**src/sv/pwm_tc_pkg.sv**
```systemverilog
// shared types, codes and constants of the pwm timing calculator
`default_nettype none

package pwm_tc_pkg;

    localparam int          CHANNELS_DEF   = 4;
    localparam int          DEF_FREQ_HZ    = 1000;
    localparam int          DEF_DUTY_PCT   = 50;

    localparam logic [31:0] CLOCK_RESET_HZ = 32'd84000000;
    localparam logic [15:0] TICK_LIMIT     = 16'hFFFF;
    localparam logic [6:0]  DUTY_MAX       = 7'd100;
    localparam logic [63:0] PERCENT_DIV    = 64'd100;
    localparam logic [63:0] USEC_DIV       = 64'd1000000;

    // x / 100 as (x * PCT_RCP) >> PCT_SHIFT, exact for any 32-bit x
    localparam logic [31:0] PCT_RCP        = 32'h51EB851F;
    localparam int          PCT_SHIFT      = 37;
    // x / 1000000 as ((x >> 6) * USEC_RCP) >> USEC_SHIFT, exact below 2^36
    localparam logic [31:0] USEC_RCP       = 32'd1125899907;
    localparam int          USEC_PRE_SHIFT = 6;
    localparam int          USEC_X_W       = 30;
    localparam int          USEC_SHIFT     = 44;

    localparam int          DIV_W          = 64;
    localparam int          DIV_CNT_W      = $clog2(DIV_W);
    localparam logic [DIV_CNT_W-1:0] DIV_LAST = DIV_CNT_W'(DIV_W - 1);

    typedef enum logic [1:0] {
        OP_SET_FREQ  = 2'd0,
        OP_SET_DUTY  = 2'd1,
        OP_SET_WIDTH = 2'd2
    } op_t;

    typedef enum logic [1:0] {
        ST_APPLIED   = 2'd0,
        ST_ZERO_FREQ = 2'd1,
        ST_REJECTED  = 2'd2
    } status_t;

    typedef enum logic [1:0] {
        DS_PRE   = 2'd0,
        DS_Q     = 2'd1,
        DS_TICKS = 2'd2
    } div_src_t;

    typedef enum logic [2:0] {
        MS_F_PRE    = 3'd0,
        MS_Q_DUTY   = 3'd1,
        MS_TICKS    = 3'd2,
        MS_PCT_RCP  = 3'd3,
        MS_USEC_RCP = 3'd4
    } mul_src_t;

    typedef enum logic [3:0] {
        S_IDLE,
        S_DECODE,
        S_FREQ_CHK,
        S_PRE_WAIT,
        S_PRE_CHK,
        S_Q_START,
        S_Q_WAIT,
        S_Q_CHK,
        S_PUL_MUL,
        S_PUL_OUT,
        S_TICK_WAIT,
        S_W_MUL,
        S_W_OUT,
        S_DONE
    } state_t;

    typedef struct packed {
        logic [1:0]  operation;
        logic [1:0]  channel;
        logic [31:0] value;
    } pwm_tc_req_t;

    typedef struct packed {
        logic [1:0]  status;
        logic [1:0]  channel_out;
        logic [15:0] prescaler;
        logic [15:0] period;
        logic [15:0] pulse;
    } pwm_tc_res_t;

    typedef struct packed {
        logic     capture;
        logic     load_freq;
        logic     load_duty;
        logic     div_start;
        div_src_t div_src;
        logic     load_pre;
        logic     mul_load;
        mul_src_t mul_src;
        logic     commit;
        logic     finish_reject;
        status_t  rej_code;
        logic     finish_pulse;
        logic     pulse_cap;
    } pwm_tc_cmd_t;

    typedef struct packed {
        logic [1:0] op;
        logic       ch_ok;
        logic       f_zero;
        logic       pre_bad;
        logic       q_bad;
        logic       div_done;
    } pwm_tc_sts_t;

endpackage

`default_nettype wire

```
**src/sv/pwm_tc_div.sv**
```systemverilog
// restoring divider, one quotient bit per cycle
`default_nettype none

module pwm_tc_div
    import pwm_tc_pkg::*;
(
    input  wire logic             clk,
    input  wire logic             rst_n,
    input  wire logic             start,
    input  wire logic [DIV_W-1:0] dividend,
    input  wire logic [DIV_W-1:0] divisor,
    output logic                  done,
    output logic      [DIV_W-1:0] quotient
);

    logic [DIV_W-1:0]     rem_reg, rem_next;
    logic [DIV_W-1:0]     quo_reg, quo_next;
    logic [DIV_W-1:0]     dvs_reg, dvs_next;
    logic [DIV_CNT_W-1:0] cnt_reg, cnt_next;
    logic                 run_reg, run_next;
    logic                 done_reg, done_next;
    logic [DIV_W:0]       trial;
    logic                 fits;

    assign trial = {rem_reg, quo_reg[DIV_W-1]};
    assign fits  = trial >= {1'b0, dvs_reg};

    always_comb
    begin
        rem_next  = rem_reg;
        quo_next  = quo_reg;
        dvs_next  = dvs_reg;
        cnt_next  = cnt_reg;
        run_next  = run_reg;
        done_next = 1'b0;
        if (start)
        begin
            rem_next = '0;
            quo_next = dividend;
            dvs_next = divisor;
            cnt_next = '0;
            run_next = 1'b1;
        end
        else if (run_reg)
        begin
            if (fits)
            begin
                rem_next = DIV_W'(trial - {1'b0, dvs_reg});
            end
            else
            begin
                rem_next = trial[DIV_W-1:0];
            end
            quo_next = {quo_reg[DIV_W-2:0], fits};
            cnt_next = cnt_reg + 1'b1;
            if (cnt_reg == DIV_LAST)
            begin
                run_next  = 1'b0;
                done_next = 1'b1;
            end
        end
    end

    always_ff @(posedge clk or negedge rst_n)
    begin
        if (!rst_n)
        begin
            run_reg  <= 1'b0;
            done_reg <= 1'b0;
            cnt_reg  <= '0;
        end
        else
        begin
            run_reg  <= run_next;
            done_reg <= done_next;
            cnt_reg  <= cnt_next;
        end
    end

    always_ff @(posedge clk)
    begin
        rem_reg <= rem_next;
        quo_reg <= quo_next;
        dvs_reg <= dvs_next;
    end

    assign done     = done_reg;
    assign quotient = quo_reg;

    a_start_idle: assert property (@(posedge clk) disable iff (!rst_n)
        start |-> !run_reg)
        else $error("divider started while running");

    a_last_done: assert property (@(posedge clk) disable iff (!rst_n)
        (run_reg && !start && cnt_reg == DIV_LAST) |=> done_reg)
        else $error("divider missed its done pulse");

    a_done_stopped: assert property (@(posedge clk) disable iff (!rst_n)
        done_reg |-> !run_reg)
        else $error("divider done while still running");

endmodule

`default_nettype wire

```
**src/sv/pwm_tc_dp.sv**
```systemverilog
// datapath: timer state, channel tables, shared multiplier and divider
`default_nettype none

module pwm_tc_dp
    import pwm_tc_pkg::*;
#(
    parameter int CHANNELS          = CHANNELS_DEF,
    parameter int DEFAULT_FREQUENCY = DEF_FREQ_HZ,
    parameter int DEFAULT_DUTY      = DEF_DUTY_PCT
)
(
    input  wire logic        clk,
    input  wire logic        rst_n,
    input  wire pwm_tc_req_t request,
    input  wire logic        cfg_we,
    input  wire logic [31:0] cfg_data,
    input  wire pwm_tc_cmd_t cmd,
    output pwm_tc_sts_t      sts,
    output pwm_tc_res_t      result
);

    localparam int CH_W = (CHANNELS > 1) ? $clog2(CHANNELS) : 1;

    logic [31:0]      clk_hz_reg;
    logic [31:0]      freq_reg [CHANNELS];
    logic [6:0]       duty_reg [CHANNELS];
    logic [15:0]      pre_reg;
    logic [15:0]      per_reg;
    logic [1:0]       op_reg;
    logic [1:0]       ch_reg;
    logic [31:0]      val_reg;
    logic [31:0]      work_f_reg;
    logic [15:0]      pre_q_reg;
    logic [63:0]      prod_reg;
    logic [1:0]       status_reg;
    logic [15:0]      pulse_reg;

    logic             ch_ok;
    logic [CH_W-1:0]  ch_idx;
    logic [6:0]       duty_sat;
    logic [31:0]      mul_a;
    logic [31:0]      mul_b;
    logic [63:0]      mul_p;
    logic [DIV_W-1:0] div_dividend;
    logic [DIV_W-1:0] div_divisor;
    logic [DIV_W-1:0] quot;
    logic             div_done;
    logic [USEC_X_W-1:0]   usec_x;
    logic [63-USEC_SHIFT:0] usec_q;
    logic [15:0]      pct_q;
    logic [15:0]      width_pulse;

    assign ch_ok    = 32'(ch_reg) < 32'(CHANNELS);
    assign ch_idx   = ch_ok ? ch_reg[CH_W-1:0] : '0;
    assign duty_sat = (val_reg > 32'(DUTY_MAX)) ? DUTY_MAX : val_reg[6:0];

    // products of 2^36 and above always cap at the period, so they saturate here
    assign usec_x = (|prod_reg[63:USEC_PRE_SHIFT+USEC_X_W]) ? '1 :
                    prod_reg[USEC_PRE_SHIFT+USEC_X_W-1:USEC_PRE_SHIFT];

    // shared multiplier operands
    always_comb
    begin
        case (cmd.mul_src)
            MS_F_PRE:
            begin
                mul_a = work_f_reg;
                mul_b = 32'(quot[15:0]) + 32'd1;
            end
            MS_Q_DUTY:
            begin
                mul_a = 32'(quot[16:0]);
                mul_b = 32'(duty_reg[ch_idx]);
            end
            MS_TICKS:
            begin
                mul_a = quot[31:0];
                mul_b = val_reg;
            end
            MS_PCT_RCP:
            begin
                mul_a = prod_reg[31:0];
                mul_b = PCT_RCP;
            end
            MS_USEC_RCP:
            begin
                mul_a = 32'(usec_x);
                mul_b = USEC_RCP;
            end
            default:
            begin
                mul_a = '0;
                mul_b = '0;
            end
        endcase
    end

    assign mul_p = 64'(mul_a) * 64'(mul_b);

    // shared divider operands
    always_comb
    begin
        case (cmd.div_src)
            DS_PRE:
            begin
                div_dividend = 64'(clk_hz_reg);
                div_divisor  = {16'b0, work_f_reg, 16'b0} + 64'(work_f_reg);
            end
            DS_Q:
            begin
                div_dividend = 64'(clk_hz_reg);
                div_divisor  = prod_reg;
            end
            DS_TICKS:
            begin
                div_dividend = 64'(clk_hz_reg);
                div_divisor  = 64'(17'(pre_reg) + 17'd1);
            end
            default:
            begin
                div_dividend = '0;
                div_divisor  = 64'd1;
            end
        endcase
    end

    pwm_tc_div u_div (
        .clk      (clk),
        .rst_n    (rst_n),
        .start    (cmd.div_start),
        .dividend (div_dividend),
        .divisor  (div_divisor),
        .done     (div_done),
        .quotient (quot)
    );

    assign pct_q       = prod_reg[PCT_SHIFT+15:PCT_SHIFT];
    assign usec_q      = prod_reg[63:USEC_SHIFT];
    assign width_pulse = (32'(usec_q) > 32'(per_reg)) ? per_reg : usec_q[15:0];

    always_ff @(posedge clk or negedge rst_n)
    begin
        if (!rst_n)
        begin
            clk_hz_reg <= CLOCK_RESET_HZ;
            pre_reg    <= '0;
            per_reg    <= '0;
            for (int i = 0; i < CHANNELS; i++)
            begin
                freq_reg[i] <= 32'(DEFAULT_FREQUENCY);
                duty_reg[i] <= 7'(DEFAULT_DUTY);
            end
        end
        else
        begin
            if (cfg_we)
            begin
                clk_hz_reg <= cfg_data;
            end
            if (cmd.load_duty)
            begin
                duty_reg[ch_idx] <= duty_sat;
            end
            if (cmd.commit)
            begin
                pre_reg          <= pre_q_reg;
                per_reg          <= quot[15:0] - 16'd1;
                freq_reg[ch_idx] <= work_f_reg;
            end
        end
    end

    always_ff @(posedge clk)
    begin
        if (cmd.capture)
        begin
            op_reg  <= request.operation;
            ch_reg  <= request.channel;
            val_reg <= request.value;
        end
        if (cmd.load_freq)
        begin
            work_f_reg <= (op_reg == OP_SET_FREQ) ? val_reg : freq_reg[ch_idx];
        end
        if (cmd.load_pre)
        begin
            pre_q_reg <= quot[15:0];
        end
        if (cmd.mul_load)
        begin
            prod_reg <= mul_p;
        end
        if (cmd.finish_reject)
        begin
            status_reg <= cmd.rej_code;
            pulse_reg  <= '0;
        end
        else if (cmd.finish_pulse)
        begin
            status_reg <= ST_APPLIED;
            pulse_reg  <= cmd.pulse_cap ? width_pulse : pct_q;
        end
    end

    assign sts.op       = op_reg;
    assign sts.ch_ok    = ch_ok;
    assign sts.f_zero   = (work_f_reg == 32'd0);
    assign sts.pre_bad  = (|quot[63:16]) || (quot[15:0] == TICK_LIMIT);
    assign sts.q_bad    = (quot == 64'd0) || (|quot[63:16]);
    assign sts.div_done = div_done;

    assign result.status      = status_reg;
    assign result.channel_out = ch_reg;
    assign result.prescaler   = pre_reg;
    assign result.period      = per_reg;
    assign result.pulse       = pulse_reg;

endmodule

`default_nettype wire

```
**src/sv/pwm_tc_ctrl.sv**
```systemverilog
// controller state machine sequencing the timing divisions and pulse computation
`default_nettype none

module pwm_tc_ctrl
    import pwm_tc_pkg::*;
(
    input  wire logic        clk,
    input  wire logic        rst_n,
    input  wire logic        start,
    input  wire pwm_tc_sts_t sts,
    output pwm_tc_cmd_t      cmd,
    output logic             busy,
    output logic             done
);

    state_t state_reg, state_next;

    always_ff @(posedge clk or negedge rst_n)
    begin
        if (!rst_n)
        begin
            state_reg <= S_IDLE;
        end
        else
        begin
            state_reg <= state_next;
        end
    end

    // next state
    always_comb
    begin
        state_next = state_reg;
        case (state_reg)
            S_IDLE:
            begin
                if (start)
                begin
                    state_next = S_DECODE;
                end
            end
            S_DECODE:
            begin
                if (!sts.ch_ok)
                begin
                    state_next = S_DONE;
                end
                else
                begin
                    case (sts.op)
                        OP_SET_FREQ, OP_SET_DUTY: state_next = S_FREQ_CHK;
                        OP_SET_WIDTH:             state_next = S_TICK_WAIT;
                        default:                  state_next = S_DONE;
                    endcase
                end
            end
            S_FREQ_CHK:
            begin
                state_next = sts.f_zero ? S_DONE : S_PRE_WAIT;
            end
            S_PRE_WAIT:
            begin
                if (sts.div_done)
                begin
                    state_next = S_PRE_CHK;
                end
            end
            S_PRE_CHK:
            begin
                state_next = sts.pre_bad ? S_DONE : S_Q_START;
            end
            S_Q_START:
            begin
                state_next = S_Q_WAIT;
            end
            S_Q_WAIT:
            begin
                if (sts.div_done)
                begin
                    state_next = S_Q_CHK;
                end
            end
            S_Q_CHK:
            begin
                state_next = sts.q_bad ? S_DONE : S_PUL_MUL;
            end
            S_PUL_MUL:
            begin
                state_next = S_PUL_OUT;
            end
            S_PUL_OUT:
            begin
                state_next = S_DONE;
            end
            S_TICK_WAIT:
            begin
                if (sts.div_done)
                begin
                    state_next = S_W_MUL;
                end
            end
            S_W_MUL:
            begin
                state_next = S_W_OUT;
            end
            S_W_OUT:
            begin
                state_next = S_DONE;
            end
            S_DONE:
            begin
                state_next = S_IDLE;
            end
            default:
            begin
                state_next = S_IDLE;
            end
        endcase
    end

    // commands
    always_comb
    begin
        cmd.capture       = 1'b0;
        cmd.load_freq     = 1'b0;
        cmd.load_duty     = 1'b0;
        cmd.div_start     = 1'b0;
        cmd.div_src       = DS_PRE;
        cmd.load_pre      = 1'b0;
        cmd.mul_load      = 1'b0;
        cmd.mul_src       = MS_F_PRE;
        cmd.commit        = 1'b0;
        cmd.finish_reject = 1'b0;
        cmd.rej_code      = ST_REJECTED;
        cmd.finish_pulse  = 1'b0;
        cmd.pulse_cap     = 1'b0;
        case (state_reg)
            S_IDLE:
            begin
                cmd.capture = start;
            end
            S_DECODE:
            begin
                if (!sts.ch_ok)
                begin
                    cmd.finish_reject = 1'b1;
                end
                else
                begin
                    case (sts.op)
                        OP_SET_FREQ:
                        begin
                            cmd.load_freq = 1'b1;
                        end
                        OP_SET_DUTY:
                        begin
                            cmd.load_duty = 1'b1;
                            cmd.load_freq = 1'b1;
                        end
                        OP_SET_WIDTH:
                        begin
                            cmd.div_start = 1'b1;
                            cmd.div_src   = DS_TICKS;
                        end
                        default:
                        begin
                            cmd.finish_reject = 1'b1;
                        end
                    endcase
                end
            end
            S_FREQ_CHK:
            begin
                if (sts.f_zero)
                begin
                    cmd.finish_reject = 1'b1;
                    cmd.rej_code      = ST_ZERO_FREQ;
                end
                else
                begin
                    cmd.div_start = 1'b1;
                    cmd.div_src   = DS_PRE;
                end
            end
            S_PRE_CHK:
            begin
                if (sts.pre_bad)
                begin
                    cmd.finish_reject = 1'b1;
                end
                else
                begin
                    cmd.load_pre = 1'b1;
                    cmd.mul_load = 1'b1;
                    cmd.mul_src  = MS_F_PRE;
                end
            end
            S_Q_START:
            begin
                cmd.div_start = 1'b1;
                cmd.div_src   = DS_Q;
            end
            S_Q_CHK:
            begin
                if (sts.q_bad)
                begin
                    cmd.finish_reject = 1'b1;
                end
                else
                begin
                    cmd.commit   = 1'b1;
                    cmd.mul_load = 1'b1;
                    cmd.mul_src  = MS_Q_DUTY;
                end
            end
            S_PUL_MUL:
            begin
                cmd.mul_load = 1'b1;
                cmd.mul_src  = MS_PCT_RCP;
            end
            S_PUL_OUT:
            begin
                cmd.finish_pulse = 1'b1;
            end
            S_TICK_WAIT:
            begin
                cmd.mul_load = sts.div_done;
                cmd.mul_src  = MS_TICKS;
            end
            S_W_MUL:
            begin
                cmd.mul_load = 1'b1;
                cmd.mul_src  = MS_USEC_RCP;
            end
            S_W_OUT:
            begin
                cmd.finish_pulse = 1'b1;
                cmd.pulse_cap    = 1'b1;
            end
            default:
            begin
            end
        endcase
    end

    assign busy = (state_reg != S_IDLE);
    assign done = (state_reg == S_DONE);

    a_done_once: assert property (@(posedge clk) disable iff (!rst_n)
        done |=> !done)
        else $error("result strobe held longer than one cycle");

    a_commit_ok: assert property (@(posedge clk) disable iff (!rst_n)
        cmd.commit |-> (!sts.q_bad && sts.ch_ok))
        else $error("timer committed with bad period or channel");

    a_div_latency: assert property (@(posedge clk) disable iff (!rst_n)
        cmd.div_start |=> !sts.div_done)
        else $error("divider finished too early");

endmodule

`default_nettype wire

```
**src/sv/pwm_timing_calculator_unit.sv**
```systemverilog
// top level of the pwm timing calculator
//
//  channel   ports                      direction  handshake
//  request   start, busy, request       in         taken when start && !busy
//  result    done, result               out        one-cycle strobe on done
//  config    cfg_we, cfg_data           in         written when cfg_we
//
// each division holds the shared 64-bit radix-2 divider until its done pulse
// frequency and duty items: two divisions unless rejected before the second
// pulse width items: one division; rejects go straight to done
// division by 100 and by 1000000 is a reciprocal multiply
// busy stays high from acceptance through the cycle done is high, then goes low as the unit idles
// reset clears the timer to zero and the channel tables to their defaults
`default_nettype none

module pwm_timing_calculator_unit
    import pwm_tc_pkg::*;
#(
    parameter int CHANNELS          = CHANNELS_DEF,
    parameter int DEFAULT_FREQUENCY = DEF_FREQ_HZ,
    parameter int DEFAULT_DUTY      = DEF_DUTY_PCT
)
(
    input  wire logic        clk,
    input  wire logic        rst_n,
    input  wire logic        start,
    output logic             busy,
    input  wire pwm_tc_req_t request,
    output logic             done,
    output pwm_tc_res_t      result,
    input  wire logic        cfg_we,
    input  wire logic [31:0] cfg_data
);

    pwm_tc_cmd_t cmd;
    pwm_tc_sts_t sts;

    pwm_tc_ctrl u_ctrl (
        .clk   (clk),
        .rst_n (rst_n),
        .start (start),
        .sts   (sts),
        .cmd   (cmd),
        .busy  (busy),
        .done  (done)
    );

    pwm_tc_dp #(
        .CHANNELS          (CHANNELS),
        .DEFAULT_FREQUENCY (DEFAULT_FREQUENCY),
        .DEFAULT_DUTY      (DEFAULT_DUTY)
    ) u_dp (
        .clk      (clk),
        .rst_n    (rst_n),
        .request  (request),
        .cfg_we   (cfg_we),
        .cfg_data (cfg_data),
        .cmd      (cmd),
        .sts      (sts),
        .result   (result)
    );

endmodule

`default_nettype wire

```
**config.mk**
```make
export PLATFORM = sky130hd
export DESIGN_NAME = pwm_timing_calculator_unit
export DESIGN_NICKNAME = d
export VERILOG_FILES = /design/src/sv/pwm_tc_pkg.sv /design/src/sv/pwm_tc_div.sv /design/src/sv/pwm_tc_dp.sv /design/src/sv/pwm_tc_ctrl.sv /design/src/sv/pwm_timing_calculator_unit.sv
export SDC_FILE = /design/constraint.sdc
export NUM_CORES = 2
export LEC_CHECK = 0
export BUFFER_PORTS_ARGS = -buffer_cell sky130_fd_sc_hd__clkbuf_2
export CAP_MARGIN = 0
export CELL_PAD_IN_SITES_DETAIL_PLACEMENT = 0
export CELL_PAD_IN_SITES_GLOBAL_PLACEMENT = 1
export CORE_UTILIZATION = 47
export DETAILED_ROUTE_END_ITERATION = 10
export PLACE_DENSITY = 0.88
export RECOVER_POWER = 25
export SLEW_MARGIN = 10
export SYNTH_ARGS = -nofsm -noshare
export SYNTH_HDL_FRONTEND = slang
export SYNTH_SLANG_ARGS = --single-unit
```
**constraint.sdc**
```tcl
create_clock -name clk -period 16.9 [get_ports clk]
set_input_delay 3.38 -clock clk [delete_from_list [all_inputs] [get_ports clk]]
set_output_delay 3.38 -clock clk [all_outputs]
set_load 0.02 [all_outputs]
```
== Word-level counts from Yosys, hierarchy flattened ==
Cells that the tools add are included.

* Register bits after elaboration: 590
* Input bits: 72
* Output and inout bits: 54
* Logic and storage cells: 148

* Add/sub/neg operators: 6
* $mul: 1
* Order comparisons: 5
* Equal/unequal tests: 27
* Multiplexer cells: 63
* Bitwise operators: 1
* Reduce and logical (&&, ||, !) cells: 19

{| class="wikitable"
|+ Operators with widths
! kind !! number
|-
| 32-bit one-hot mux with 5 select lines || 2
|-
| 64-bit 2-to-1 mux || 3
|-
| 64-bit one-hot mux with 3 select lines || 1
|-
| 32-bit 2-to-1 mux || 5
|-
| 128-bit bitwise mux || 1
|-
| 65-bit by 64-bit greater-or-equal comparator with 1-bit output || 1
|-
| 32-bit binary-select mux with 2-bit select || 1
|-
| 32-bit demux with 2-bit select || 1
|-
| 64-bit logical NOT || 1
|-
| 32-bit by 32-bit multiplier with 64-bit output || 1
|-
| 64-bit subtractor || 1
|-
| 48-bit by 32-bit adder with 49-bit output || 1
|-
| 4-bit one-hot mux with 12 select lines || 1
|-
| 48-bit OR reduction || 1
|-
| 16-bit by 1-bit adder with 17-bit output, second input constant || 2
|-
| 32-bit by 7-bit > comparator with 1-bit output, second input constant || 1
|-
| 32-bit logical NOT || 1
|-
| 16-bit 2-to-1 mux || 2
|-
| 30-bit 2-to-1 mux || 1
|-
| 28-bit bitwise mux || 1
|-
| 7-bit 2-to-1 mux || 4
|-
| 28-bit OR reduction || 1
|-
| 4-bit == test, second input constant || 6
|-
| 4-bit 2-to-1 mux || 6
|-
| other kinds (39) || 76
|}

== Longest topological paths before layout ==
* Depth in word-level cells: 7
* Depth in mapped cells: 39
* Depth with buffers taken out: 36

== By module ==
A second synthesis with hierarchy kept.

* Cells, all modules: 6,923
* Area total of the unflattened synthesis: 65,739.3 um^2

{| class="wikitable"
|+ By module, submodules not included
! module !! instances !! cells an instance !! area each (um^2) !! seq. area each (um^2)
|-
| pwm_tc_dp || 1 || 5,537 || 52,636.7 || 10,386.2
|-
| pwm_tc_div || 1 || 1,302 || 12,455.7 || 5,325.1
|-
| pwm_tc_ctrl || 1 || 84 || 646.9 || 100.1
|}

== Worst setup path after synthesis ==
OpenSTA, ideal clock, no wires.

* Path type: register to register
* From: register u_dp.u_div.quo_reg[9] (netlist: u_dp.u_div.quotient[9])
* To: register u_dp.prod_reg[60] (data pin)
* Library setup time: 0.263 ns
* Arrival: 9.697 ns
* Data required time: 16.637 ns
* Slack: 6.941 ns
* Cell stages (with the launch flop): 37
* Path buffers: 5
* Period minus slack after synthesis: 9.959 ns
* Cell sequence: edfxtp_1 > buf_2 > or3_4 > or4_4 > nor3_2 > nand4b_1 > and4_1 > buf_2 > a21oi_4 > buf_6 > buf_4 > a21o_2 > buf_2 > nand2_1 > fa_1 > inv_1 > fa_1 > inv_1 > fa_1 > fa_1 > inv_1 > fa_1 > fa_1 > fa_1 > inv_1 > fa_1 > inv_1 > ha_1 > and3_1 > nand2_1 > or4b_2 > o21ai_0 > o2bb2ai_1 > a21oi_1 > a311oi_1 > a41oi_1 > xnor2_1

* Word-level cells in the longest chain between the ends: 7
* Elaborated cells between the ends (all ways): 13
* Classes of those cells: 1 x add/sub; 1 x mul; 4 x eq/ne; 4 x mux; 3 x reduce/logical

{| class="wikitable"
|+ Ends and longest elaborated chain
! item !! RTL line !! source
|-
| start, declared || pwm_tc_div.sv:17 || <nowiki>logic [DIV_W-1:0] quo_reg, quo_next;</nowiki>
|-
| start signal, assigned || pwm_tc_div.sv:83 || <nowiki>quo_reg <= quo_next;</nowiki>
|-
| 64-bit logical NOT || pwm_tc_dp.sv:209 || <nowiki>assign sts.q_bad = (quot == 64'd0) || (|quot[63:16]);</nowiki>
|-
| 1-bit logical OR || pwm_tc_dp.sv:209 ||
|-
| 5-bit 2-to-1 mux || pwm_tc_ctrl.sv:205 || <nowiki>if (sts.q_bad)</nowiki>
|-
| 4-bit one-hot mux with 5 select lines || pwm_tc_ctrl.sv:137 || <nowiki>case (state_reg)</nowiki>
|-
| 3-bit == test (tied with other cells) || pwm_tc_dp.sv:64 || <nowiki>case (cmd.mul_src)</nowiki>
|-
| 32-bit one-hot mux with 5 select lines || pwm_tc_dp.sv:64 ||
|-
| 32-bit by 32-bit multiplier with 64-bit output (*) || pwm_tc_dp.sv:98 || <nowiki>assign mul_p = 64'(mul_a) * 64'(mul_b);</nowiki>
|-
| net u_dp.mul_p[60] || pwm_tc_dp.sv:43 || <nowiki>logic [63:0] mul_p;</nowiki>
|-
| end signal, assigned || pwm_tc_dp.sv:191 || <nowiki>prod_reg <= mul_p;</nowiki>
|-
| end, declared || pwm_tc_dp.sv:34 || <nowiki>logic [63:0] prod_reg;</nowiki>
|}

Mark *: on every way through the listed nets, which the timed path passes. The rest lies on a longest branch.
A chain may end at the register's enable or synchronous reset.

== Worst setup path after layout ==
* From: register u_dp.u_div.quo_reg[20] (netlist: u_dp.u_div.quotient[20])
* To: register u_dp.prod_reg[60] (data pin)

* Word-level cells in the longest chain between the ends: 7
* Elaborated cells between the ends (all ways): 13
* Classes of those cells: 1 x mul; 4 x eq/ne; 4 x mux; 4 x reduce/logical

{| class="wikitable"
|+ Ends and longest elaborated chain
! item !! RTL line
|-
| 64-bit logical NOT / 48-bit OR reduction (equally long branches) || pwm_tc_dp.sv:209
|-
| 1-bit logical OR || pwm_tc_dp.sv:209
|-
| 5-bit 2-to-1 mux || pwm_tc_ctrl.sv:205
|-
| 4-bit one-hot mux with 5 select lines || pwm_tc_ctrl.sv:137
|-
| 3-bit == test (tied with other cells) || pwm_tc_dp.sv:64
|-
| 32-bit one-hot mux with 5 select lines || pwm_tc_dp.sv:64
|-
| 32-bit by 32-bit multiplier with 64-bit output (*) || pwm_tc_dp.sv:98
|-
| net u_dp.mul_p[60] || pwm_tc_dp.sv:43
|}

Marked as above.

==> impl_metrics.env <==
export IMPL_largest_reg_flops=128
export IMPL_grt_use_total_pct=32.9
export IMPL_viasPerCell=6.02
export IMPL_antenna_found_initial=8
export IMPL_crit_path_top_delay_cell="clkbuf_1"
export IMPL_numCtsBuffers=53
export IMPL_cp_common_cell="fa_1"
export IMPL_synth_edf_count=278
export IMPL_final_cells=8541
export IMPL_cp_slowest_stage_delay_ns=1.71
export IMPL_initial_core_util_pct=47.3
export IMPL_layout_nets=8047
export IMPL_yosysSeqAreaShare_pct=24.7
export IMPL_reg2reg_setup_slack_ns=3.55
export IMPL_failed_checks="capacitance limit, slew limit"
export IMPL_drc_errors=0
export IMPL_io_pins=126
export IMPL_cts_max_level=2
export IMPL_drtAntennaViolNets=0
export IMPL_synth_nets=8119
export IMPL_ys_flop_type="edfxtp_1"
export IMPL_vias=51400
export IMPL_hold_buffers=0
export IMPL_clk_latency_ns=0.67
export IMPL_crit_fanout=31
export IMPL_syn_area_um2=64000
export IMPL_critPathBufInv=9
export IMPL_grt_pass1_vias=52000
export IMPL_dr_pass1_iters=8
export IMPL_routed_wl_um=225000
export IMPL_synthArstFlopShare_pct=39.3
export IMPL_area_delta_synth_final_pct=6.79
export IMPL_fmax_mhz=74.9
export IMPL_end_kind="register"
export IMPL_crit_family="adder cells"
export IMPL_skew_ns=0.0453
export IMPL_post_cts_buffers=0
export IMPL_fin_setup_tns_ns=0
export IMPL_stdcell_area_um2=68400
export IMPL_yosys_warnings=0
export IMPL_pre_cts_ws_ns=4.86
export IMPL_rsz0062_at_grt="false"
export IMPL_crit_required_ns=17.29
export IMPL_worst_pin_slew_ns=4.96
export IMPL_postCtsResizedCells=0
export IMPL_die_width_um=371
export IMPL_maxSlewViolCount=260
export IMPL_avgSynthCellArea_um2=9.43
export IMPL_cap_violations=5
export IMPL_nFillCells=12400
export IMPL_clock_sink_count=590
export IMPL_ys_seq_elements=590
export IMPL_worst_slack_ns=3.55
export IMPL_cts_tree="yes"
export IMPL_die_h_um=371
export IMPL_hpwlAfterDp_um=170000
export IMPL_arrival_ns=13.74
export IMPL_layout_common_cells="1111 x inv_1, 993 x nand2_1, 898 x fa_1, 655 x nor2_1, 364 x ha_1"
export IMPL_cts_clk_slew_worst_paths_ns=0.07
export IMPL_layout_commonest_cell="inv_1"
export IMPL_hold_viol=0
export IMPL_fin_crit_sh_pct=79.0
export IMPL_grt_first_pass_wirelength_um=335000
export IMPL_port_buffers=125
export IMPL_final_min_clock_period_ns=13.35
export IMPL_drive_above_1_share_pct=10.4
export IMPL_grt_max_degree=96
export IMPL_dieArea_um2=138000
export IMPL_num_rows=135
export IMPL_routedWlPerCell_um=26.3
export IMPL_critPathKind="register to register"
export IMPL_status="finished with violations"
export IMPL_ys_types=88
export IMPL_slew_headroom_pct=-231
export IMPL_root_buffer="clkbuf_16"
export IMPL_min_path_type="register to register"
export IMPL_place_congestion=1.05
export IMPL_core_um2=135000
export IMPL_grt_overflow_total=0
export IMPL_syn_instance_count=6785
export IMPL_cp_start_kind="register"
export IMPL_placedCellCount=8439
export IMPL_setup_viol=0
export IMPL_clk_path_buf_depth=3
export IMPL_drtIter0Drc=6110
export IMPL_placed_area_um2=66500
## routing by layer
layer / share of wire, % / track usage, % / up-vias
li1: - / - / 21700
met1: 39 / 43.6 / 25900
met2: 43 / 49.0 / 3100
met3: 13 / 9.91 / 804
met4: 6.3 / 16.5 / 10
met5: 0.034 / 0 / -
## through the flow
stage | utilization (%) | hold WS, ns
floorplan | - | 0.421
CTS | 50.6 | 0.471
global route | 50.5 | 0.490
detailed placement | 49.2 | 0.461
finish | 50.5 | 0.464
global placement | 49.2 | 0.453
## synth_stat cells (13+ instances only)
| cell type | instances | area share, % |
|---|---|---|
| mux2_2 | 205 | 3.6 |
| a221oi_1 | 16 | 0.22 |
| nor4_1 | 40 | 0.39 |
| dfstp_2 | 45 | 1.8 |
| a21oi_1 | 204 | 1.6 |
| xor2_1 | 73 | 1.0 |
| inv_1 | 1113 | 6.5 |
| nand2_1 | 994 | 5.8 |
| nand4_1 | 57 | 0.56 |
| clkbuf_1 | 256 | 1.5 |
| and3_1 | 51 | 0.50 |
| o211ai_1 | 19 | 0.22 |
| a211oi_1 | 14 | 0.16 |
| buf_1 | 21 | 0.12 |
| o21a_1 | 21 | 0.25 |
| a311oi_1 | 28 | 0.38 |
| mux2i_1 | 23 | 0.36 |
| dfxtp_1 | 80 | 2.5 |
| and2_1 | 57 | 0.56 |
| a22oi_1 | 31 | 0.36 |
| nor2b_1 | 27 | 0.26 |
| and4_1 | 13 | 0.18 |
| ha_1 | 364 | 7.1 |
| buf_2 | 95 | 0.74 |
| o221ai_1 | 18 | 0.25 |
| dfrtp_1 | 187 | 7.3 |
| a21o_1 | 89 | 1.0 |
| o31ai_1 | 25 | 0.29 |
| nor2_1 | 658 | 3.9 |
| a221o_1 | 25 | 0.39 |
| a22o_1 | 16 | 0.22 |
| edfxtp_1 | 278 | 13 |
| nor3_1 | 53 | 0.41 |
| o21ai_0 | 225 | 1.8 |
| mux4_2 | 38 | 1.3 |
| o21bai_1 | 37 | 0.43 |
| xnor2_1 | 112 | 1.5 |
| nand2b_1 | 21 | 0.21 |
| fa_1 | 898 | 28 |
| or3_1 | 15 | 0.15 |
| a31oi_1 | 44 | 0.43 |
| nand3_1 | 68 | 0.53 |
## tightest hold or removal path, delay by kind of cell (launching register included)
family   cells  cell delay, ns
flops        1            0.37
mux          1            0.05
buf+inv      1            0.04
## kinds of logic after synthesis
kind of cell	share of synthesized area (%)
fa+ha+maj	35.2
flops	24.7
buf+inv	8.98
compound gates	9.42
xor+xnor	2.53
mux	5.30
simple gates	13.9
## worst paths after layout
kind,startpoint,to,cells after the start
hold reg to reg,u_dp.duty_reg[1]$_DFFE_PN1P_,u_dp.duty_reg[1]$_DFFE_PN1P_,2
setup / recovery,u_dp.u_div.quotient[20]$_DFFE_PP_,u_dp.prod_reg[60]$_DFFE_PP_,35
min in group asynchronous,rst_n,u_dp.freq_reg[64]$_DFFE_PN0P_,1
max in group asynchronous,rst_n,u_dp.u_div.run_reg$_DFF_PN0_,2
setup reg to reg,u_dp.u_div.quotient[20]$_DFFE_PP_,u_dp.prod_reg[60]$_DFFE_PP_,35
hold / removal,u_dp.duty_reg[1]$_DFFE_PN1P_,u_dp.duty_reg[1]$_DFFE_PN1P_,2
## cell type report
| class | count | area (µm²) | area share, % |
|---|---|---|---|
| Sequential cell | 590 | 15800 | 23.1 |
| Multi-Input combinational cell | 4702 | 42700 | 62.4 |
| Antenna cell | 3 | 7.51 | 0.0110 |
| Timing Repair Buffer | 252 | 1560 | 2.28 |
| Tap cell | 1781 | 2230 | 3.26 |
| Inverter | 1114 | 4180 | 6.12 |
| Clock inverter | 21 | 255 | 0.373 |
| Clock buffer | 78 | 1630 | 2.38 |
Power is left out: the tool's default activity adds up to more than one toggle a clock period on the data nets, which glitch-free logic cannot reach.
